--- config.mk ---
export PLATFORM = sky130hd
export DESIGN_NAME = paging_frame_budget_table
export DESIGN_NICKNAME = d
export VERILOG_FILES = /design/src/rtl/pfbt_pkg.sv /design/src/rtl/pfbt_div.sv /design/src/rtl/pfbt_table.sv /design/src/rtl/paging_frame_budget_table.sv
export SDC_FILE = /design/constraint.sdc
export NUM_CORES = 1
export LEC_CHECK = 0
export ABC_AREA = 1
export BUFFER_PORTS_ARGS = -buffer_cell sky130_fd_sc_hd__buf_2
export CORE_AREA = 5 5 275 277
export CTS_CLUSTER_DIAMETER = 120
export CTS_CLUSTER_SIZE = 14
export DETAILED_ROUTE_END_ITERATION = 10
export DIE_AREA = 0 0 280 282
export PLACE_DENSITY = 0.76
export SETUP_SLACK_MARGIN = 0.5
export SYNTH_ARGS = -nofsm -noshare
export SYNTH_HDL_FRONTEND = slang
export SYNTH_HIERARCHICAL = 1
export SYNTH_SLANG_ARGS = --single-unit
--- constraint.sdc ---
create_clock -name clk -period 7.95 [get_ports clk]
set_input_delay 1.1925 -clock clk [delete_from_list [all_inputs] [get_ports clk]]
set_output_delay 1.1925 -clock clk [all_outputs]
set_load 0.005 [all_outputs]
--- src/rtl/pfbt_pkg.sv ---
// Package for the paging frame budget table: widths, codes, FSM state type and
// the small control structs passed between the sequencer, divider and table.
// No dependencies.
package pfbt_pkg;

    localparam int ID_W    = 16;
    localparam int SIZE_W  = 24;
    localparam int FRAME_W = 16;
    localparam int STAT_W  = 3;
    localparam int NEED_W  = SIZE_W + 1;
    localparam int CFG_W   = 1;

    // operation codes
    localparam logic OP_ADD = 1'b0;
    localparam logic OP_DEL = 1'b1;

    // configuration register indexes
    localparam logic [CFG_W-1:0] CFG_FRAME_SIZE   = 1'b0;
    localparam logic [CFG_W-1:0] CFG_TOTAL_FRAMES = 1'b1;

    // result status codes
    localparam logic [STAT_W-1:0] STAT_OK         = 3'd0;
    localparam logic [STAT_W-1:0] STAT_EXISTS     = 3'd1;
    localparam logic [STAT_W-1:0] STAT_MEM_FULL   = 3'd2;
    localparam logic [STAT_W-1:0] STAT_NOT_FOUND  = 3'd3;
    localparam logic [STAT_W-1:0] STAT_TABLE_FULL = 3'd4;

    typedef enum logic [2:0] {
        S_IDLE,
        S_SCAN,
        S_SCAN_TAIL,
        S_DECIDE,
        S_DIV,
        S_EVAL,
        S_FINISH
    } fsm_state_t;

    typedef struct packed {
        logic busy;
        logic done;
    } div_status_t;

    typedef struct packed {
        logic insert;
        logic remove;
    } tbl_cmd_t;

endpackage

--- src/rtl/pfbt_div.sv ---
// Radix-2 restoring divider returning ceil(dividend / divisor), one quotient
// bit per cycle. Depends on pfbt_pkg.
module pfbt_div
(
    input  logic                           clk,
    input  logic                           rst_n,
    input  logic                           start,
    input  logic [pfbt_pkg::SIZE_W-1:0]    dividend,
    input  logic [pfbt_pkg::FRAME_W-1:0]   divisor,
    output pfbt_pkg::div_status_t          stat,
    output logic [pfbt_pkg::NEED_W-1:0]    ceil_q
);

    localparam int SW    = pfbt_pkg::SIZE_W;
    localparam int FW    = pfbt_pkg::FRAME_W;
    localparam int NW    = pfbt_pkg::NEED_W;
    localparam int CNT_W = $clog2(SW);
    localparam logic [CNT_W-1:0] CNT_LAST = CNT_W'(SW - 1);

    logic             busy_reg;
    logic             done_reg;
    logic [CNT_W-1:0] cnt_reg;
    logic [SW-1:0]    quo_reg;
    logic [FW-1:0]    rem_reg;
    logic [FW-1:0]    dsr_reg;

    logic [FW:0]      shifted;
    logic [FW:0]      diff;
    logic             fits;
    logic [FW-1:0]    rem_next;
    logic [SW-1:0]    quo_next;

    always_comb
    begin
        shifted  = {rem_reg, quo_reg[SW-1]};
        fits     = (shifted >= {1'b0, dsr_reg});
        diff     = shifted - {1'b0, dsr_reg};
        rem_next = fits ? diff[FW-1:0] : shifted[FW-1:0];
        quo_next = {quo_reg[SW-2:0], fits};
    end

    always_ff @(posedge clk or negedge rst_n)
    begin
        if (!rst_n)
        begin
            busy_reg <= 1'b0;
            done_reg <= 1'b0;
            cnt_reg  <= '0;
        end
        else if (start)
        begin
            busy_reg <= 1'b1;
            done_reg <= 1'b0;
            cnt_reg  <= '0;
        end
        else if (busy_reg)
        begin
            if (cnt_reg == CNT_LAST)
            begin
                busy_reg <= 1'b0;
                done_reg <= 1'b1;
            end
            cnt_reg <= cnt_reg + 1'b1;
        end
        else
        begin
            done_reg <= 1'b0;
        end
    end

    always_ff @(posedge clk)
    begin
        if (start)
        begin
            quo_reg <= dividend;
            rem_reg <= '0;
            dsr_reg <= divisor;
        end
        else if (busy_reg)
        begin
            quo_reg <= quo_next;
            rem_reg <= rem_next;
        end
    end

    // round up when anything is left over
    assign ceil_q    = {1'b0, quo_reg} + NW'(rem_reg != '0);
    assign stat.busy = busy_reg;
    assign stat.done = done_reg;

endmodule

--- src/rtl/pfbt_table.sv ---
// Process table storage: valid bits in flops, ids and sizes in a memory with
// one write port and one registered read port. Depends on pfbt_pkg.
module pfbt_table
#(
    parameter int ENTRIES = 16
)
(
    input  logic                              clk,
    input  logic                              rst_n,
    input  logic                              rd_en,
    input  logic [$clog2(ENTRIES)-1:0]        rd_addr,
    output logic [pfbt_pkg::ID_W-1:0]         rd_id,
    output logic [pfbt_pkg::SIZE_W-1:0]       rd_size,
    output logic                              rd_valid,
    input  pfbt_pkg::tbl_cmd_t                cmd,
    input  logic [$clog2(ENTRIES)-1:0]        wr_addr,
    input  logic [pfbt_pkg::ID_W-1:0]         wr_id,
    input  logic [pfbt_pkg::SIZE_W-1:0]       wr_size
);

    logic [ENTRIES-1:0]               valid_reg;
    logic [pfbt_pkg::ID_W-1:0]        id_mem   [ENTRIES];
    logic [pfbt_pkg::SIZE_W-1:0]      size_mem [ENTRIES];
    logic [pfbt_pkg::ID_W-1:0]        rd_id_reg;
    logic [pfbt_pkg::SIZE_W-1:0]      rd_size_reg;
    logic                             rd_valid_reg;

    always_ff @(posedge clk or negedge rst_n)
    begin
        if (!rst_n)
        begin
            valid_reg    <= '0;
            rd_valid_reg <= 1'b0;
        end
        else
        begin
            if (cmd.insert)
            begin
                valid_reg[wr_addr] <= 1'b1;
            end
            else if (cmd.remove)
            begin
                valid_reg[wr_addr] <= 1'b0;
            end
            if (rd_en)
            begin
                rd_valid_reg <= valid_reg[rd_addr];
            end
        end
    end

    always_ff @(posedge clk)
    begin
        if (cmd.insert)
        begin
            id_mem[wr_addr]   <= wr_id;
            size_mem[wr_addr] <= wr_size;
        end
        if (rd_en)
        begin
            rd_id_reg   <= id_mem[rd_addr];
            rd_size_reg <= size_mem[rd_addr];
        end
    end

    assign rd_id    = rd_id_reg;
    assign rd_size  = rd_size_reg;
    assign rd_valid = rd_valid_reg;

endmodule

--- src/rtl/paging_frame_budget_table.sv ---
// Paging frame budget table top level: sequencer, config registers, result
// register. Depends on pfbt_pkg, pfbt_div and pfbt_table.
//
//  channel | signals                                         | direction
//  --------+-------------------------------------------------+----------
//  in      | in_valid, in_ready, operation, process_id,      | sink
//          | process_size                                    |
//  out     | out_valid, out_ready, status, frames_left,      | source
//          | removed_size                                    |
//  cfg     | cfg_valid, cfg_ready, cfg_index, cfg_data       | sink
//
// An item that fails the lookup goes from idle through the scan, the scan tail and
// the decision straight to finish; any other item also divides and evaluates:
// one table read per cycle through the memory port, then 24 steps of the shared
// divider, whose done flag moves the sequencer on to evaluation.
// in_ready is high only in idle; the result register lets the next beat in
// while a result waits, and a finished item holds until that register frees.
// Reset clears the valid bits at once; no clearing pass. cfg_ready is always high.
module paging_frame_budget_table
#(
    parameter int TABLE_ENTRIES = 16
)
(
    input  logic                              clk,
    input  logic                              rst_n,

    input  logic                              in_valid,
    output logic                              in_ready,
    input  logic                              operation,
    input  logic [pfbt_pkg::ID_W-1:0]         process_id,
    input  logic [pfbt_pkg::SIZE_W-1:0]       process_size,

    output logic                              out_valid,
    input  logic                              out_ready,
    output logic [pfbt_pkg::STAT_W-1:0]       status,
    output logic [pfbt_pkg::FRAME_W-1:0]      frames_left,
    output logic [pfbt_pkg::SIZE_W-1:0]       removed_size,

    input  logic                              cfg_valid,
    output logic                              cfg_ready,
    input  logic [pfbt_pkg::CFG_W-1:0]        cfg_index,
    input  logic [pfbt_pkg::FRAME_W-1:0]      cfg_data
);

    localparam int AW  = $clog2(TABLE_ENTRIES);
    localparam int IW  = pfbt_pkg::ID_W;
    localparam int SW  = pfbt_pkg::SIZE_W;
    localparam int FW  = pfbt_pkg::FRAME_W;
    localparam int NW  = pfbt_pkg::NEED_W;
    localparam int TW  = pfbt_pkg::STAT_W;
    localparam logic [AW-1:0] IDX_LAST = AW'(TABLE_ENTRIES - 1);

    pfbt_pkg::fsm_state_t state_reg, state_next;

    logic            op_reg,        op_next;
    logic [IW-1:0]   id_reg,        id_next;
    logic [SW-1:0]   size_reg,      size_next;
    logic [FW-1:0]   fsize_reg;
    logic [FW-1:0]   total_reg;
    logic [FW-1:0]   used_reg,      used_next;
    logic [AW-1:0]   scan_idx_reg,  scan_idx_next;
    logic [AW-1:0]   cmp_idx_reg;
    logic            cmp_live_reg;
    logic            found_reg,     found_next;
    logic [AW-1:0]   found_idx_reg, found_idx_next;
    logic [SW-1:0]   found_size_reg, found_size_next;
    logic            free_found_reg, free_found_next;
    logic [AW-1:0]   free_idx_reg,  free_idx_next;
    logic [TW-1:0]   status_reg,    status_next;
    logic [SW-1:0]   removed_reg,   removed_next;
    logic            out_valid_reg;
    logic [TW-1:0]   out_status_reg;
    logic [FW-1:0]   out_left_reg;
    logic [SW-1:0]   out_removed_reg;

    // sequencer outputs
    logic                     in_accept;
    logic                     tbl_rd_en;
    logic                     div_start;
    logic                     out_load;
    pfbt_pkg::tbl_cmd_t       tbl_cmd;
    logic [AW-1:0]            tbl_wr_addr;

    logic [IW-1:0]            tbl_rd_id;
    logic [SW-1:0]            tbl_rd_size;
    logic                     tbl_rd_valid;
    pfbt_pkg::div_status_t    div_stat;
    logic [NW-1:0]            need;
    logic [SW-1:0]            div_dividend;
    logic [FW-1:0]            div_divisor;
    logic [FW-1:0]            free_frames;
    logic                     hit;
    logic                     empty_slot;
    logic                     slot_free;
    logic                     add_ok;

    assign free_frames = (total_reg > used_reg) ? (total_reg - used_reg) : '0;
    assign hit         = cmp_live_reg && tbl_rd_valid && (tbl_rd_id == id_reg);
    assign empty_slot  = cmp_live_reg && !tbl_rd_valid;
    assign slot_free   = !out_valid_reg || out_ready;
    assign add_ok      = (need <= {{(NW - FW){1'b0}}, free_frames}) && free_found_reg;
    assign div_divisor = (fsize_reg == '0) ? FW'(1) : fsize_reg;
    assign div_dividend = (op_reg == pfbt_pkg::OP_ADD) ? size_reg : found_size_reg;

    pfbt_table #(
        .ENTRIES (TABLE_ENTRIES)
    ) u_table (
        .clk      (clk),
        .rst_n    (rst_n),
        .rd_en    (tbl_rd_en),
        .rd_addr  (scan_idx_reg),
        .rd_id    (tbl_rd_id),
        .rd_size  (tbl_rd_size),
        .rd_valid (tbl_rd_valid),
        .cmd      (tbl_cmd),
        .wr_addr  (tbl_wr_addr),
        .wr_id    (id_reg),
        .wr_size  (size_reg)
    );

    pfbt_div u_div (
        .clk      (clk),
        .rst_n    (rst_n),
        .start    (div_start),
        .dividend (div_dividend),
        .divisor  (div_divisor),
        .stat     (div_stat),
        .ceil_q   (need)
    );

    // next state
    always_comb
    begin
        state_next = state_reg;
        unique case (state_reg)
            pfbt_pkg::S_IDLE:
            begin
                if (in_valid)
                begin
                    state_next = pfbt_pkg::S_SCAN;
                end
            end
            pfbt_pkg::S_SCAN:
            begin
                if (scan_idx_reg == IDX_LAST)
                begin
                    state_next = pfbt_pkg::S_SCAN_TAIL;
                end
            end
            pfbt_pkg::S_SCAN_TAIL:
            begin
                state_next = pfbt_pkg::S_DECIDE;
            end
            pfbt_pkg::S_DECIDE:
            begin
                if ((op_reg == pfbt_pkg::OP_ADD) == found_reg)
                begin
                    state_next = pfbt_pkg::S_FINISH;
                end
                else
                begin
                    state_next = pfbt_pkg::S_DIV;
                end
            end
            pfbt_pkg::S_DIV:
            begin
                if (div_stat.done)
                begin
                    state_next = pfbt_pkg::S_EVAL;
                end
            end
            pfbt_pkg::S_EVAL:
            begin
                state_next = pfbt_pkg::S_FINISH;
            end
            pfbt_pkg::S_FINISH:
            begin
                if (slot_free)
                begin
                    state_next = pfbt_pkg::S_IDLE;
                end
            end
            default:
            begin
                state_next = pfbt_pkg::S_IDLE;
            end
        endcase
    end

    // sequencer outputs
    always_comb
    begin
        in_ready    = 1'b0;
        tbl_rd_en   = 1'b0;
        div_start   = 1'b0;
        out_load    = 1'b0;
        tbl_cmd     = '0;
        tbl_wr_addr = (op_reg == pfbt_pkg::OP_ADD) ? free_idx_reg : found_idx_reg;
        unique case (state_reg)
            pfbt_pkg::S_IDLE:
            begin
                in_ready = 1'b1;
            end
            pfbt_pkg::S_SCAN:
            begin
                tbl_rd_en = 1'b1;
            end
            pfbt_pkg::S_DECIDE:
            begin
                div_start = ((op_reg == pfbt_pkg::OP_ADD) != found_reg);
            end
            pfbt_pkg::S_EVAL:
            begin
                if (op_reg == pfbt_pkg::OP_ADD)
                begin
                    tbl_cmd.insert = add_ok;
                end
                else
                begin
                    tbl_cmd.remove = 1'b1;
                end
            end
            pfbt_pkg::S_FINISH:
            begin
                out_load = slot_free;
            end
            default:
            begin
                in_ready = 1'b0;
            end
        endcase
    end

    assign in_accept = in_valid && in_ready;

    // datapath next values
    always_comb
    begin
        op_next         = op_reg;
        id_next         = id_reg;
        size_next       = size_reg;
        used_next       = used_reg;
        scan_idx_next   = scan_idx_reg;
        found_next      = found_reg;
        found_idx_next  = found_idx_reg;
        found_size_next = found_size_reg;
        free_found_next = free_found_reg;
        free_idx_next   = free_idx_reg;
        status_next     = status_reg;
        removed_next    = removed_reg;

        if (in_accept)
        begin
            op_next         = operation;
            id_next         = process_id;
            size_next       = process_size;
            scan_idx_next   = '0;
            found_next      = 1'b0;
            free_found_next = 1'b0;
            removed_next    = '0;
        end

        if (state_reg == pfbt_pkg::S_SCAN && scan_idx_reg != IDX_LAST)
        begin
            scan_idx_next = scan_idx_reg + 1'b1;
        end

        // keep the lowest matching slot and the lowest empty slot
        if (hit && !found_reg)
        begin
            found_next      = 1'b1;
            found_idx_next  = cmp_idx_reg;
            found_size_next = tbl_rd_size;
        end
        if (empty_slot && !free_found_reg)
        begin
            free_found_next = 1'b1;
            free_idx_next   = cmp_idx_reg;
        end

        if (state_reg == pfbt_pkg::S_DECIDE)
        begin
            if (op_reg == pfbt_pkg::OP_ADD)
            begin
                status_next = pfbt_pkg::STAT_EXISTS;
            end
            else
            begin
                status_next = pfbt_pkg::STAT_NOT_FOUND;
            end
        end

        if (state_reg == pfbt_pkg::S_EVAL)
        begin
            if (op_reg == pfbt_pkg::OP_ADD)
            begin
                if (need > {{(NW - FW){1'b0}}, free_frames})
                begin
                    status_next = pfbt_pkg::STAT_MEM_FULL;
                end
                else if (!free_found_reg)
                begin
                    status_next = pfbt_pkg::STAT_TABLE_FULL;
                end
                else
                begin
                    status_next = pfbt_pkg::STAT_OK;
                    used_next   = used_reg + need[FW-1:0];
                end
            end
            else
            begin
                status_next  = pfbt_pkg::STAT_OK;
                removed_next = found_size_reg;
                // saturate at zero if frame size changed since the add
                if (need >= {{(NW - FW){1'b0}}, used_reg})
                begin
                    used_next = '0;
                end
                else
                begin
                    used_next = used_reg - need[FW-1:0];
                end
            end
        end
    end

    always_ff @(posedge clk or negedge rst_n)
    begin
        if (!rst_n)
        begin
            state_reg      <= pfbt_pkg::S_IDLE;
            fsize_reg      <= FW'(1);
            total_reg      <= '0;
            used_reg       <= '0;
            cmp_live_reg   <= 1'b0;
            found_reg      <= 1'b0;
            free_found_reg <= 1'b0;
            out_valid_reg  <= 1'b0;
        end
        else
        begin
            state_reg      <= state_next;
            used_reg       <= used_next;
            cmp_live_reg   <= tbl_rd_en;
            found_reg      <= found_next;
            free_found_reg <= free_found_next;
            if (cfg_valid && cfg_ready)
            begin
                unique case (cfg_index)
                    pfbt_pkg::CFG_FRAME_SIZE:   fsize_reg <= cfg_data;
                    pfbt_pkg::CFG_TOTAL_FRAMES: total_reg <= cfg_data;
                    default:                    total_reg <= total_reg;
                endcase
            end
            if (out_load)
            begin
                out_valid_reg <= 1'b1;
            end
            else if (out_ready)
            begin
                out_valid_reg <= 1'b0;
            end
        end
    end

    always_ff @(posedge clk)
    begin
        op_reg         <= op_next;
        id_reg         <= id_next;
        size_reg       <= size_next;
        scan_idx_reg   <= scan_idx_next;
        cmp_idx_reg    <= scan_idx_reg;
        found_idx_reg  <= found_idx_next;
        found_size_reg <= found_size_next;
        free_idx_reg   <= free_idx_next;
        status_reg     <= status_next;
        removed_reg    <= removed_next;
        if (out_load)
        begin
            out_status_reg  <= status_reg;
            out_left_reg    <= free_frames;
            out_removed_reg <= removed_reg;
        end
    end

    assign cfg_ready    = 1'b1;
    assign out_valid    = out_valid_reg;
    assign status       = out_status_reg;
    assign frames_left  = out_left_reg;
    assign removed_size = out_removed_reg;

    a_div_done_in_div: assert property (@(posedge clk) disable iff (!rst_n)
        div_stat.done |-> state_reg == pfbt_pkg::S_DIV)
        else $error("divider finished outside the divide state");

    a_insert_has_slot: assert property (@(posedge clk) disable iff (!rst_n)
        tbl_cmd.insert |-> free_found_reg && !found_reg)
        else $error("insert without a free slot or with a duplicate id");

    a_remove_has_match: assert property (@(posedge clk) disable iff (!rst_n)
        tbl_cmd.remove |-> found_reg && op_reg == pfbt_pkg::OP_DEL)
        else $error("remove without a matching entry");

    a_removed_only_ok: assert property (@(posedge clk) disable iff (!rst_n)
        out_valid_reg && out_removed_reg != '0 |-> out_status_reg == pfbt_pkg::STAT_OK)
        else $error("nonzero removed size on a failed operation");

    a_accept_starts_scan: assert property (@(posedge clk) disable iff (!rst_n)
        in_accept |=> state_reg == pfbt_pkg::S_SCAN && scan_idx_reg == '0)
        else $error("accepted beat did not start a table scan");

endmodule

* After elaboration in Yosys (flattened, before gate mapping)
Memories as Yosys holds them, arrays and structs flattened. A register that Yosys moved wholly into a read port is not among the register bits.
Index checks and enable logic that the tools add are counted.
** Operators by class
- Add/sub/neg operators :: 7
- Order comparisons :: 8
- Eq/ne operators :: 18
- Multiplexer cells :: 55
- Bitwise operators :: 5
- Reduce and logical (&&, ||, !) cells :: 29
** Operators with widths (count)
- $mux 24 :: 6
- $mux 16 :: 8
- $sub 16x16->16 :: 3
- $mux 3 :: 9
- $add 24x1->25 :: 1
- $ge 25x16->1 :: 1
- $gt 25x16->1 :: 1
- $le 25x16->1 :: 1
- $mux 1 :: 21
- $pmux 3 s7 :: 1
- $ge 17x16->1 :: 1
- $add 16x16->16 :: 1
- $and 16x16->16 :: 1
- $eq 16x16->1 :: 1
- $gt 16x16->1 :: 1
- $logic_not 16->1 :: 1
- $not 16->16 :: 1
- $or 16x16->16 :: 1
- $reduce_bool 16->1 :: 1
- $reduce_bool 2->1 :: 8
- $mux 4 :: 3
- $lt 4x5->1 const B :: 2
- $mux 5 :: 2
- $eq 3x3->1 const B :: 3
- 24 further kinds :: 43
** Word-level totals
- Register bits after elaboration :: 286
- Bits in writable memories :: 640
- Input port bits :: 63
- Output and inout bits :: 46
- Word-level logic and storage cells :: 153
- Memories kept :: 2
** Memory list
- u_table.size_mem :: depth 16, width 24, rd ports 1, clocked after Yosys merged registers in 1, write ports 1, line pfbt_table.sv:23 : logic [pfbt_pkg::SIZE_W-1:0] size_mem [ENTRIES];
- u_table.id_mem :: depth 16, width 16, rd ports 1, clocked after Yosys merged registers in 1, write ports 1, line pfbt_table.sv:22 : logic [pfbt_pkg::ID_W-1:0] id_mem [ENTRIES];

* Depth between registers and ports, before layout
- Depth after elaboration :: 9
- Depth in mapped cells :: 29
- Mapped depth without buffers :: 27

* Hierarchy
Netlist, hierarchy kept.
** By module, submodules not included
- pfbt_table :: times used 1, cells each 2056, area an instance 27453.8 um^2, sequential area each 20845.0 um^2
- paging_frame_budget_table :: times used 1, cells each 1320, area an instance 11413.4 um^2, sequential area each 5631.7 um^2
- pfbt_div :: times used 1, cells each 560, area an instance 4254.1 um^2, sequential area each 1696.6 um^2

* Worst setup path after synthesis
Ideal clock, no wire load.
- Kind :: register -> register
- From :: reg used_reg[0]
- To :: mem u_table/id_mem[10][0] in the netlist's numbering, enable pin
- Library setup time :: 438 ps
- Arrival :: 5105 ps
- Data required time :: 7512 ps
- Path slack :: 2407 ps
- Stages on the path, launching flop included :: 27
- Buffers on the path :: 3
- Period minus slack after synthesis :: 5543 ps
- Path through :: dfrtp_1 > ha_1 > fa_1 > inv_1 > nand3_1 > nand2_2 > a21oi_4 > o21ai_4 > nand2_2 > nand3_2 > nand2_4 > buf_6 > nor2_4 > inv_2 > ha_1 > a21oi_1 > o21a_1 > nand3_1 > nand2_1 > nand2_1 > nand2_2 > nand2_4 > buf_4 > nor2_1 > inv_1 > clkbuf_1 > nor2_1
** RTL lines
- start: declaration :: line paging_frame_budget_table.sv:60 : logic [FW-1:0] used_reg, used_next;
- start signal: assignment :: line paging_frame_budget_table.sv:344 : used_reg <= used_next;
- end: declaration :: line pfbt_table.sv:22

==> impl_metrics.json <==
{
  "syn_inst": 3935,
  "path_class": "flop to flop",
  "dp_slack_ns": 1.56,
  "drt_iter0_markers": 3505,
  "largest_reg_flops": 384,
  "grt_overflow": 0,
  "finalClockSkew_ns": 0.0259,
  "grt.met3_usage": 0.0421,
  "startpoint_type": "flop",
  "seq_area_um2": 28200,
  "drt.antenna.violating_nets": 0,
  "syn2layout_area_growth_pct": 7.97,
  "setup_slack_ns": 1.46,
  "vias_per_cell": 5.85,
  "cts-root-to-sink-buffers": 3,
  "cts.clk_slew.worst_paths_ns": 0.07,
  "routed_wl_mm": 106,
  "yosysWarnings": 6,
  "die_w_um": 280,
  "powerDensity_nw_per_um2": 371,
  "dpl.hpwl_mm": 65.4,
  "gp_congestion": 0.932,
  "fin_nets": 4132,
  "cts_resized": 0,
  "leakagePower_nw": 17.3,
  "power_mw": 17.3,
  "grt_pass1_vias": 28100,
  "cts-root-buf": "clkbuf_16",
  "reg2reg_slack_ns": 1.46,
  "status": "complete, no violations",
  "holdBufCountCts": 0,
  "core_um2": 72600,
  "h-tree-depth": 3,
  "fmax_mhz": 154,
  "min_period_ns": 6.49,
  "relSlewSlack": 0.106,
  "die_y_um": 282,
  "reg_top3": "u_table/size_mem x384, u_table/id_mem x256",
  "drc_errors": 0,
  "worst_slew_pin_slew_ns": 1.34,
  "fin_setup_tns_ns": 0,
  "cp_max_fo": 24,
  "wire_per_inst_um": 21.3,
  "syn-cell-area_um2": 43100,
  "dr.pass1.iters": 6,
  "met1_usage": 0.362,
  "track_usage": 0.265,
  "top_register": "u_table/size_mem",
  "clkLatencyLatePin_ns": 0.65,
  "start_util": 0.594,
  "clock_sink_count": 966,
  "dieArea_um2": 79000,
  "antenna_found_initial": 5,
  "cts_setup_buffers": 0,
  "vias": 29100,
  "hold_viol": 0,
  "io_buffers": 107,
  "drive_gt1_frac": 0.0961,
  "critPathCaptureType": "flop",
  "rows": 99,
  "slew_violations": 0,
  "cts_inserted_buffers": 79,
  "busiest_layer": "met2",
  "min-delay-path-class": "flop to flop",
  "required_ns": 8.26,
  "max-cap-violations": 0,
  "num-fill-cells": 5604,
  "irDropWorstVdd_v": 0.000287,
  "post-route-period-util": 0.816,
  "grt_util_met2": 0.446,
  "worstPathArrival_ns": 6.80,
  "hold_slack_ns": 0.419,
  "tritoncts": "yes",
  "grt_start_max_net_pins": 200,
  "num_io_pins": 109,
  "multi_input_area_um2": 12900,
  "syn-mean-instance-area_um2": 11.0,
  "synthesis.nets": 4100,
  "setup_viol": 0,
  "rsz0062_at_grt": "false",
  "grt_pass1_wl_mm": 162
}
routing by layer:
metal  routed length (um)  part of all wire  up-vias
li1                     -                 -    13700
met1                42700              0.40    14000
met2                51700              0.49     1211
met3                 8080             0.076      198
met4                 3360             0.032        0
met5                    0                 0        -
layout make-up:
class | count | area share
multi-input cells | 2486 | 0.278
clock buffers | 111 | 0.0450
diodes | 4 | 0.000215
repair buffers | 150 | 0.0193
well taps | 959 | 0.0258
flip-flops and latches | 966 | 0.605
clock inverters | 8 | 0.00328
inverters | 284 | 0.0232
report_power, final:
group | switching, mW | internal, mW | total, mW
registers | 0.465 | 6.36 | 6.82
logic | 4.74 | 2.13 | 6.86
clock network | 1.75 | 1.85 | 3.60
total | 6.95 | 10.3 | 17.3
worst max-delay path, stage by stage (launching register included):
cell and delay (ns):
dfxtp_1 0.33, nor4_1 0.45, nand4_1 0.23, ha_1 0.29
ha_1 0.21, nand2_1 0.13, nor3_4 0.08, nand2_1 0.08
xor2_1 0.49, ha_1 0.36, a21oi_1 0.16, nor2_1 0.06
nor3_1 0.12, nand2_1 0.07, nor2_1 0.09, nand2_1 0.09
nand2_2 0.09, nand2_4 0.16, nor2_1 0.21, clkinv_1 0.77
nor2_4 1.19, buf_4 0.46
metrics by stage:
| step | instances | area (um2) | util |
|---|---|---|---|
| 2_1_floorplan | 3935 | 43100 | - |
| 3_3_place_gp | 4845 | 44300 | 0.610 |
| 3_5_place_dp | 4845 | 44300 | 0.610 |
| 4_1_cts | 4964 | 46500 | 0.641 |
| 5_1_grt | 4964 | 46500 | 0.641 |
| 6_report | 4968 | 46600 | 0.641 |
layout by cell type (no fill, tap or decap), types with 22 or more instances in the layout:
master / instances
a21oi_1: 59
buf_2: 106
buf_4: 41
clkbuf_1: 32
clkbuf_16: 79
dfrtp_1: 78
dfxtp_1: 44
edfxtp_1: 843
ha_1: 98
inv_1: 263
nand2_1: 638
nand3_1: 213
nor2_1: 562
nor2_2: 51
nor2_4: 30
nor3_1: 28
o211ai_1: 161
o21ai_0: 333
o21ai_1: 128
xnor2_1: 22
xor2_1: 34
final timing paths:
check | from | to | cells past startpoint
min in group asynchronous | rst_n | fsize_reg[15]$_DFFE_PN0P_ | 1
worst min register to register | u_table/rd_size[1]$_DFFE_PP_ | found_size_reg[1]$_DFFE_PP_ | 0
max in group asynchronous | rst_n | asynchronous set/reset pin | 2
worst max register to register | u_div/rem_reg[0]$_SDFFE_PP0P_ | u_table/size_mem[15][16]$_DFFE_PP_ | 21
worst min-delay path | u_table/rd_size[1]$_DFFE_PP_ | found_size_reg[1]$_DFFE_PP_ | 0
worst max-delay path | u_div/rem_reg[0]$_SDFFE_PP0P_ | u_table/size_mem[15][16]$_DFFE_PP_ | 21
(Power assumes the default switching activity.)
